File: config.mk
export PLATFORM = sky130hd
export DESIGN_NAME = configurable_reflected_crc
export DESIGN_NICKNAME = d
export VERILOG_FILES = /design/src/hdl/rcrc_pkg.sv /design/src/hdl/rcrc_cfg_regs.sv /design/src/hdl/rcrc_byte_engine.sv /design/src/hdl/configurable_reflected_crc.sv
export SDC_FILE = /design/constraint.sdc
export NUM_CORES = 1
export LEC_CHECK = 0
export ABC_CLOCK_PERIOD_IN_PS = 14250
export BUFFER_PORTS_ARGS = -buffer_cell sky130_fd_sc_hd__buf_2
export CORE_ASPECT_RATIO = 1.5
export CORE_MARGIN = 3
export CORE_UTILIZATION = 40
export CTS_CLUSTER_DIAMETER = 30
export DETAILED_ROUTE_END_ITERATION = 8
export HOLD_SLACK_MARGIN = 0.08
export PLACE_DENSITY_LB_ADDON = 0.1
export RECOVER_POWER = 100
export SYNTH_ARGS = -nofsm -noshare
export SYNTH_HDL_FRONTEND = slang
export SYNTH_SLANG_ARGS = --single-unit
File: constraint.sdc
create_clock -name clk -period 14.25 [get_ports clk]
set_input_delay 0.7125 -clock clk [delete_from_list [all_inputs] [get_ports clk]]
set_output_delay 0.7125 -clock clk [all_outputs]
set_load 0.02 [all_outputs]
File: src/hdl/rcrc_pkg.sv
// types, register codes, reset values and bit helpers for the reflected crc engine
package rcrc_pkg;

  typedef logic [31:0] crc_word_t;
  typedef logic [5:0]  crc_wid_t;
  typedef logic [7:0]  crc_byte_t;

  localparam int CFG_IDX_W = 3;
  typedef logic [CFG_IDX_W-1:0] cfg_idx_t;

  // register indexes on the configuration port
  typedef enum logic [CFG_IDX_W-1:0] {
    REG_POLY     = 3'd0,
    REG_WIDTH    = 3'd1,
    REG_INIT     = 3'd2,
    REG_REFL_IN  = 3'd3,
    REG_REFL_OUT = 3'd4,
    REG_FXOR     = 3'd5
  } reg_idx_t;

  // programmed settings, one field per register
  typedef struct packed {
    crc_word_t polynomial;
    crc_wid_t  crc_width;
    crc_word_t init_value;
    logic      reflect_in;
    logic      reflect_out;
    crc_word_t final_xor;
  } cfg_t;

  localparam crc_word_t RST_POLY     = 32'hF4AC_FB13;
  localparam crc_wid_t  RST_WIDTH    = 6'd32;
  localparam crc_word_t RST_INIT     = 32'hFFFF_FFFF;
  localparam logic      RST_REFL_IN  = 1'b1;
  localparam logic      RST_REFL_OUT = 1'b1;
  localparam crc_word_t RST_FXOR     = 32'hFFFF_FFFF;

  localparam crc_word_t ALL_ONES  = 32'hFFFF_FFFF;
  localparam crc_wid_t  MIN_WIDTH = 6'd8;
  localparam crc_wid_t  WORD_BITS = 6'd32;

  // width in use: at least eight, at most the build limit
  function automatic crc_wid_t clamp_width(crc_wid_t w, crc_wid_t top);
    crc_wid_t r;
    if (w < MIN_WIDTH) begin
      r = MIN_WIDTH;
    end else if (w > top) begin
      r = top;
    end else begin
      r = w;
    end
    return r;
  endfunction

  // low w bits set, w in 8..32
  function automatic crc_word_t width_mask(crc_wid_t w);
    return ALL_ONES >> (WORD_BITS - w);
  endfunction

  function automatic crc_word_t reverse32(crc_word_t v);
    crc_word_t r;
    for (int i = 0; i < 32; i++) begin
      r[i] = v[31-i];
    end
    return r;
  endfunction

  // bit reversal over the low w bits, upper bits cleared
  function automatic crc_word_t reverse_width(crc_word_t v, crc_wid_t w);
    return reverse32(v) >> (WORD_BITS - w);
  endfunction

  function automatic crc_byte_t reverse8(crc_byte_t v);
    crc_byte_t r;
    for (int i = 0; i < 8; i++) begin
      r[i] = v[7-i];
    end
    return r;
  endfunction

endpackage

File: src/hdl/rcrc_cfg_regs.sv
// configuration register file with reload request on width or init writes
module rcrc_cfg_regs (
  input  logic               clk,
  input  logic               rst_n,
  input  logic               cfg_valid,
  output logic               cfg_ready,
  input  rcrc_pkg::cfg_idx_t cfg_index,
  input  rcrc_pkg::crc_word_t cfg_data,
  output rcrc_pkg::cfg_t     cfg,
  output rcrc_pkg::cfg_t     cfg_nxt,
  output logic               reload
);

  rcrc_pkg::cfg_t cfg_r;
  logic           wr_en;

  assign cfg_ready = 1'b1;
  assign wr_en     = cfg_valid && cfg_ready;

  // decode one register write
  always_comb begin
    cfg_nxt = cfg_r;
    reload  = 1'b0;
    if (wr_en) begin
      case (rcrc_pkg::reg_idx_t'(cfg_index))
        rcrc_pkg::REG_POLY: begin
          cfg_nxt.polynomial = cfg_data;
        end
        rcrc_pkg::REG_WIDTH: begin
          cfg_nxt.crc_width = cfg_data[5:0];
          reload = 1'b1;
        end
        rcrc_pkg::REG_INIT: begin
          cfg_nxt.init_value = cfg_data;
          reload = 1'b1;
        end
        rcrc_pkg::REG_REFL_IN: begin
          cfg_nxt.reflect_in = cfg_data[0];
        end
        rcrc_pkg::REG_REFL_OUT: begin
          cfg_nxt.reflect_out = cfg_data[0];
        end
        rcrc_pkg::REG_FXOR: begin
          cfg_nxt.final_xor = cfg_data;
        end
        default: begin
          cfg_nxt = cfg_r;
        end
      endcase
    end
  end

  // register storage
  always_ff @(posedge clk) begin
    if (!rst_n) begin
      cfg_r.polynomial  <= rcrc_pkg::RST_POLY;
      cfg_r.crc_width   <= rcrc_pkg::RST_WIDTH;
      cfg_r.init_value  <= rcrc_pkg::RST_INIT;
      cfg_r.reflect_in  <= rcrc_pkg::RST_REFL_IN;
      cfg_r.reflect_out <= rcrc_pkg::RST_REFL_OUT;
      cfg_r.final_xor   <= rcrc_pkg::RST_FXOR;
    end else begin
      cfg_r <= cfg_nxt;
    end
  end

  assign cfg = cfg_r;

endmodule

File: src/hdl/rcrc_byte_engine.sv
// running crc register and the unrolled eight-step byte update
module rcrc_byte_engine #(
  parameter int MAX_CRC_WIDTH = 32
) (
  input  logic                clk,
  input  logic                rst_n,
  input  rcrc_pkg::cfg_t      cfg,
  input  rcrc_pkg::cfg_t      cfg_nxt,
  input  logic                reload,
  input  logic                fire,
  input  rcrc_pkg::crc_byte_t data_byte,
  input  logic                last_byte,
  output rcrc_pkg::crc_word_t crc_result
);

  localparam int TOP_RAW = (MAX_CRC_WIDTH < 32) ? MAX_CRC_WIDTH : 32;
  localparam int TOP_W   = (TOP_RAW < 8) ? 8 : TOP_RAW;
  localparam rcrc_pkg::crc_wid_t TOP_WIDTH = rcrc_pkg::crc_wid_t'(TOP_W);

  rcrc_pkg::crc_word_t running_crc_r;
  rcrc_pkg::crc_word_t running_crc_nxt;
  rcrc_pkg::crc_wid_t  act_w;
  rcrc_pkg::crc_word_t mask;
  rcrc_pkg::crc_word_t rpoly;
  rcrc_pkg::crc_byte_t feed;
  rcrc_pkg::crc_word_t crc_upd;
  rcrc_pkg::crc_word_t out_raw;
  rcrc_pkg::crc_word_t reload_val;
  rcrc_pkg::crc_word_t rst_val;

  // width, mask and reflected polynomial from the settings
  assign act_w = rcrc_pkg::clamp_width(cfg.crc_width, TOP_WIDTH);
  assign mask  = rcrc_pkg::width_mask(act_w);
  assign rpoly = rcrc_pkg::reverse_width(cfg.polynomial & mask, act_w);
  assign feed  = cfg.reflect_in ? data_byte : rcrc_pkg::reverse8(data_byte);

  // byte update: eight shift and conditional xor steps
  always_comb begin
    rcrc_pkg::crc_word_t c;
    c = (running_crc_r & mask) ^ {24'd0, feed};
    for (int k = 0; k < 8; k++) begin
      c = c[0] ? ((c >> 1) ^ rpoly) : (c >> 1);
    end
    crc_upd = c & mask;
  end

  // finished value for the last byte
  assign out_raw    = cfg.reflect_out ? crc_upd : rcrc_pkg::reverse_width(crc_upd, act_w);
  assign crc_result = (out_raw ^ cfg.final_xor) & mask;

  // start value after a width or init write, taken from the new settings
  assign reload_val = cfg_nxt.init_value
                    & rcrc_pkg::width_mask(rcrc_pkg::clamp_width(cfg_nxt.crc_width, TOP_WIDTH));
  assign rst_val    = rcrc_pkg::RST_INIT
                    & rcrc_pkg::width_mask(rcrc_pkg::clamp_width(rcrc_pkg::RST_WIDTH, TOP_WIDTH));

  // next running value
  always_comb begin
    running_crc_nxt = running_crc_r;
    if (reload) begin
      running_crc_nxt = reload_val;
    end else if (fire) begin
      running_crc_nxt = last_byte ? (cfg.init_value & mask) : crc_upd;
    end
  end

  always_ff @(posedge clk) begin
    if (!rst_n) begin
      running_crc_r <= rst_val;
    end else begin
      running_crc_r <= running_crc_nxt;
    end
  end

endmodule

File: src/hdl/configurable_reflected_crc.sv
// top level: input item register, crc byte engine and result register
//
// Byte-serial reflected CRC of 8 to 32 bits with programmable polynomial, init, final xor and
// in/out reflection. One byte is accepted every clock cycle unless in_stall holds it; a message's
// crc goes from the input item register through the byte engine into the result register behind
// the result port. The cycle time is set by the eight-step shift/xor byte update between the input
// item register and the running crc and result registers. The result channel can stall while new
// bytes keep arriving: only a last byte waits for the result register to free up. Configuration is
// taken at any time, cfg_ready always high; a width or init write restarts the running crc.
module configurable_reflected_crc #(
  parameter int MAX_CRC_WIDTH = 32
) (
  input  logic        clk,
  input  logic        rst_n,
  input  logic        in_valid,
  output logic        in_stall,
  input  logic [7:0]  in_data_byte,
  input  logic        in_last_byte,
  output logic        out_valid,
  input  logic        out_stall,
  output logic [31:0] out_crc_result,
  input  logic        cfg_valid,
  output logic        cfg_ready,
  input  logic [2:0]  cfg_index,
  input  logic [31:0] cfg_data
);

  rcrc_pkg::cfg_t      cfg;
  rcrc_pkg::cfg_t      cfg_nxt;
  logic                reload;
  logic                in_vld_r;
  logic                in_vld_nxt;
  rcrc_pkg::crc_byte_t in_byte_r;
  logic                in_last_r;
  logic                out_vld_r;
  logic                out_vld_nxt;
  rcrc_pkg::crc_word_t out_crc_r;
  rcrc_pkg::crc_word_t crc_result;
  logic                fire;

  rcrc_cfg_regs u_cfg (
    .clk       (clk),
    .rst_n     (rst_n),
    .cfg_valid (cfg_valid),
    .cfg_ready (cfg_ready),
    .cfg_index (cfg_index),
    .cfg_data  (cfg_data),
    .cfg       (cfg),
    .cfg_nxt   (cfg_nxt),
    .reload    (reload)
  );

  rcrc_byte_engine #(
    .MAX_CRC_WIDTH (MAX_CRC_WIDTH)
  ) u_engine (
    .clk        (clk),
    .rst_n      (rst_n),
    .cfg        (cfg),
    .cfg_nxt    (cfg_nxt),
    .reload     (reload),
    .fire       (fire),
    .data_byte  (in_byte_r),
    .last_byte  (in_last_r),
    .crc_result (crc_result)
  );

  // an item moves on unless it is a last byte and the result register is full and stalled
  assign fire     = in_vld_r && (!in_last_r || !out_vld_r || !out_stall);
  assign in_stall = in_vld_r && !fire;

  // input item register
  assign in_vld_nxt = in_stall ? in_vld_r : in_valid;

  always_ff @(posedge clk) begin
    if (!rst_n) begin
      in_vld_r <= 1'b0;
    end else begin
      in_vld_r <= in_vld_nxt;
    end
  end

  always_ff @(posedge clk) begin
    if (in_valid && !in_stall) begin
      in_byte_r <= in_data_byte;
      in_last_r <= in_last_byte;
    end
  end

  // result register
  always_comb begin
    out_vld_nxt = out_vld_r && out_stall;
    if (fire && in_last_r) begin
      out_vld_nxt = 1'b1;
    end
  end

  always_ff @(posedge clk) begin
    if (!rst_n) begin
      out_vld_r <= 1'b0;
    end else begin
      out_vld_r <= out_vld_nxt;
    end
  end

  always_ff @(posedge clk) begin
    if (fire && in_last_r) begin
      out_crc_r <= crc_result;
    end
  end

  assign out_valid      = out_vld_r;
  assign out_crc_result = out_crc_r;

endmodule

==> impl_metrics.tcl <==
set metrics [dict create \
    status "finished with violations" \
    violations "max-capacitance violations, max-slew violations" \
    timing_hold_violations_final 0 \
    crit_slowest_cell "ha_1" \
    cts-root-buf "clkbuf_16" \
    hold_path_end "in_byte_r[4]" \
    io_buffer_count 82 \
    r2r_end "out_crc_result[20]" \
    htreeDepth 4 \
    drv_cap 6 \
    hold_path.class "input pin to flop" \
    clock.fmax_mhz 76.09 \
    drive_gt1_share_pct 9.959 \
    r2r_start "u_cfg.cfg[71]" \
    drtPass1Iterations 8 \
    clk_latency_ps 480 \
    cts_buffers 17 \
    yosysWarnings 0 \
    grt_use_total_pct 40.64 \
    grt_pass1_wl_um 154800 \
    async_flop_share_pct 0 \
    area_growth_pct 7.501 \
    crit_required_ps 14440 \
    drc 0 \
    synth_cells 2720 \
    worstSetupStartpointType "flop" \
    synth_area_leaders "dfxtp_1 (14%), nand2_1 (9.2%), xnor2_1 (7.1%)" \
    routed_wirelength_um 109200 \
    setup_tns_ps 0 \
    wl_per_cell_um 32.84 \
    cts.sinks 179 \
    crit_top_cell "buf_4" \
    core_um2 47940 \
    clock_path_buffers 2 \
    grt.overflow.total 0 \
    place_hpwl_um 83930 \
    slew_headroom_pct -186.6 \
    rows 98 \
    synth_flop_cell "dfxtp_1" \
    grt_start_max_net_pins 97 \
    multiInputGateArea_um2 14500 \
    gp_congestion 1.028 \
    clock-skew-final_ps 19.81 \
    worst_pin_slew_ps 4300 \
    hold_slack_ps 414.9 \
    syn-num-nets 2777 \
    vias 22780 \
    die_w_um 186.4 \
    cts_hold_buf 0 \
    nets 2715 \
    antenna_found_initial 2 \
    setup_ws_ps 1108 \
    via_per_inst 6.851 \
    grt_pass1_vias 20860 \
    avgSynthCellArea_um2 7.175 \
    ys_seq_elements 179 \
    period_needed_ps 13140 \
    ant_nets 0 \
    path_clk_slew_ps 90 \
    worstPathArrival_ps 13330 \
    synth_edf_count 41 \
    fin_crit_sh_pct 92.22 \
    initial_core_util_pct 40.71 \
    nFillCells 5055 \
    cts_tree "yes" \
    place_ws_ps 2159 \
    worstSetupPathType "flop to flop" \
    path_buf_inv 5 \
    reg2reg_slack_ps 1110 \
    setup_violations 0 \
    ctsResizeCount 0 \
    syn_area_um2 19520 \
    hold_depth 1 \
    drt-initial-drc-count 3211 \
    cpPeakStageDelay_ps 1440 \
    regArea_um2 3994 \
    end_kind "flop" \
    rsz0062_at_grt "false" \
    slew_viol_final 308 \
    path_delay_family "compound AO/OA/AOI/OAI gates" \
    hold_path.startpoint "in_data_byte[4]" \
    die-height_um 276.5 \
    die-area_um2 51530 \
    reg2reg_depth 32 \
    synth_top_area_share_pct 14.16 \
    critical_path.max_fanout 41 \
    post_cts_buffers 0 \
    synth_area_leader_cell "dfxtp_1" \
    synth_cell_types 117 \
    fin_util_pct 43.76 \
    ys_seq_area_share_pct 20.46 \
    io_pins 84 \
]
-- cells by family (layout without fill, tap and decap cells) --
group / Yosys count / in the layout / share of synthesized area [%]
AOI/OAI and AO/OA: 750 / 750 / 27.07
DFF: 179 / 179 / 20.46
buffers and inverters: 270 / 221 / 5.751
and+or+nand+nor: 1151 / 1151 / 26.89
xor gates and xnor gates: 214 / 214 / 10.44
adders and majority gates: 8 / 8 / 0.5129
muxes: 147 / 147 / 8.854
other: 1 / 5 / 0.01921
-- worst max-delay path by stage --
stage / start / to / slack [ps] / depth (start not counted)
after floorplan: u_cfg.cfg[69] / out_crc_result[2] / 4720 / 37
after global placement: u_cfg.cfg[66] / out_crc_result[13] / 1430 / 31
after detailed placement: u_cfg.cfg[71] / out_crc_result[13] / 2160 / 32
after CTS: u_cfg.cfg[71] / out_crc_result[13] / 2090 / 32
after global routing: u_cfg.cfg[71] / out_crc_result[20] / 610 / 31
final: u_cfg.cfg[71] / out_crc_result[20] / 1110 / 32
-- final cells by class --
cell class,count,area share (%)
multi-input cells,2271,69.13
flip-flops and latches,179,19.04
repair buffers,163,4.473
well taps,650,3.876
clock buffers,17,2.028
clock inverters,15,0.9482
inverters,26,0.4652
diodes,4,0.04771
-- state kept, by name, summed over array words and instances, names as in the netlist --
| register | flops |
|---|---|
| u_cfg.cfg | 104 |
| in_vld_r | 1 |
| in_byte_r | 8 |
| u_engine.running_crc_r | 32 |
| out_crc_result | 32 |
| in_last_r | 1 |
| out_valid | 1 |
-- layout by cell type (no fill, tap or decap), drive strengths merged, types with 20 or more instances in the layout --
cell and n:
nand3 167, a21boi 21, a31oi 40, inv 32, mux2 20, nand2 479, a211oi 23, o211ai 40
nand2b 21, clkbuf 63, a21oi 116, dfxtp 138, buf 117, edfxtp 41, xor2 43, a22oi 28
nor2 222, o21ai 173, mux2i 110, o22ai 37, nor3 89, xnor2 163, nand4 27, and3 28
-- per-stage QoR --
step	instances	instance area, um2
after floorplan	2720	19520
after global placement	3288	20460
after detailed placement	3289	20460
after CTS	3321	21090
after global routing	3321	20970
final	3325	20980
-- synth_stat cells (28+ instances only) --
library cell	n
a21oi_1	113
a22oi_1	28
a31oi_1	39
buf_1	29
buf_2	29
clkbuf_1	171
dfxtp_1	138
edfxtp_1	41
mux2i_1	107
nand2_1	478
nand3_1	167
nor2_1	220
nor3_1	87
o211ai_1	38
o21ai_0	164
o22ai_1	37
xnor2_1	159
xor2_1	40
-- per-layer routing --
layer / part of all wire, % / up-vias / GRT usage (%)
li1: - / 9890 / -
met1: 37 / 10970 / 48.47
met2: 45 / 1515 / 65.50
met3: 8.2 / 400 / 6.570
met4: 9.9 / 0 / 30.82
met5: 0 / - / 0
Power is left out: the tool's default activity adds up to more than one toggle a clock period on the data nets, which glitch-free logic cannot reach.
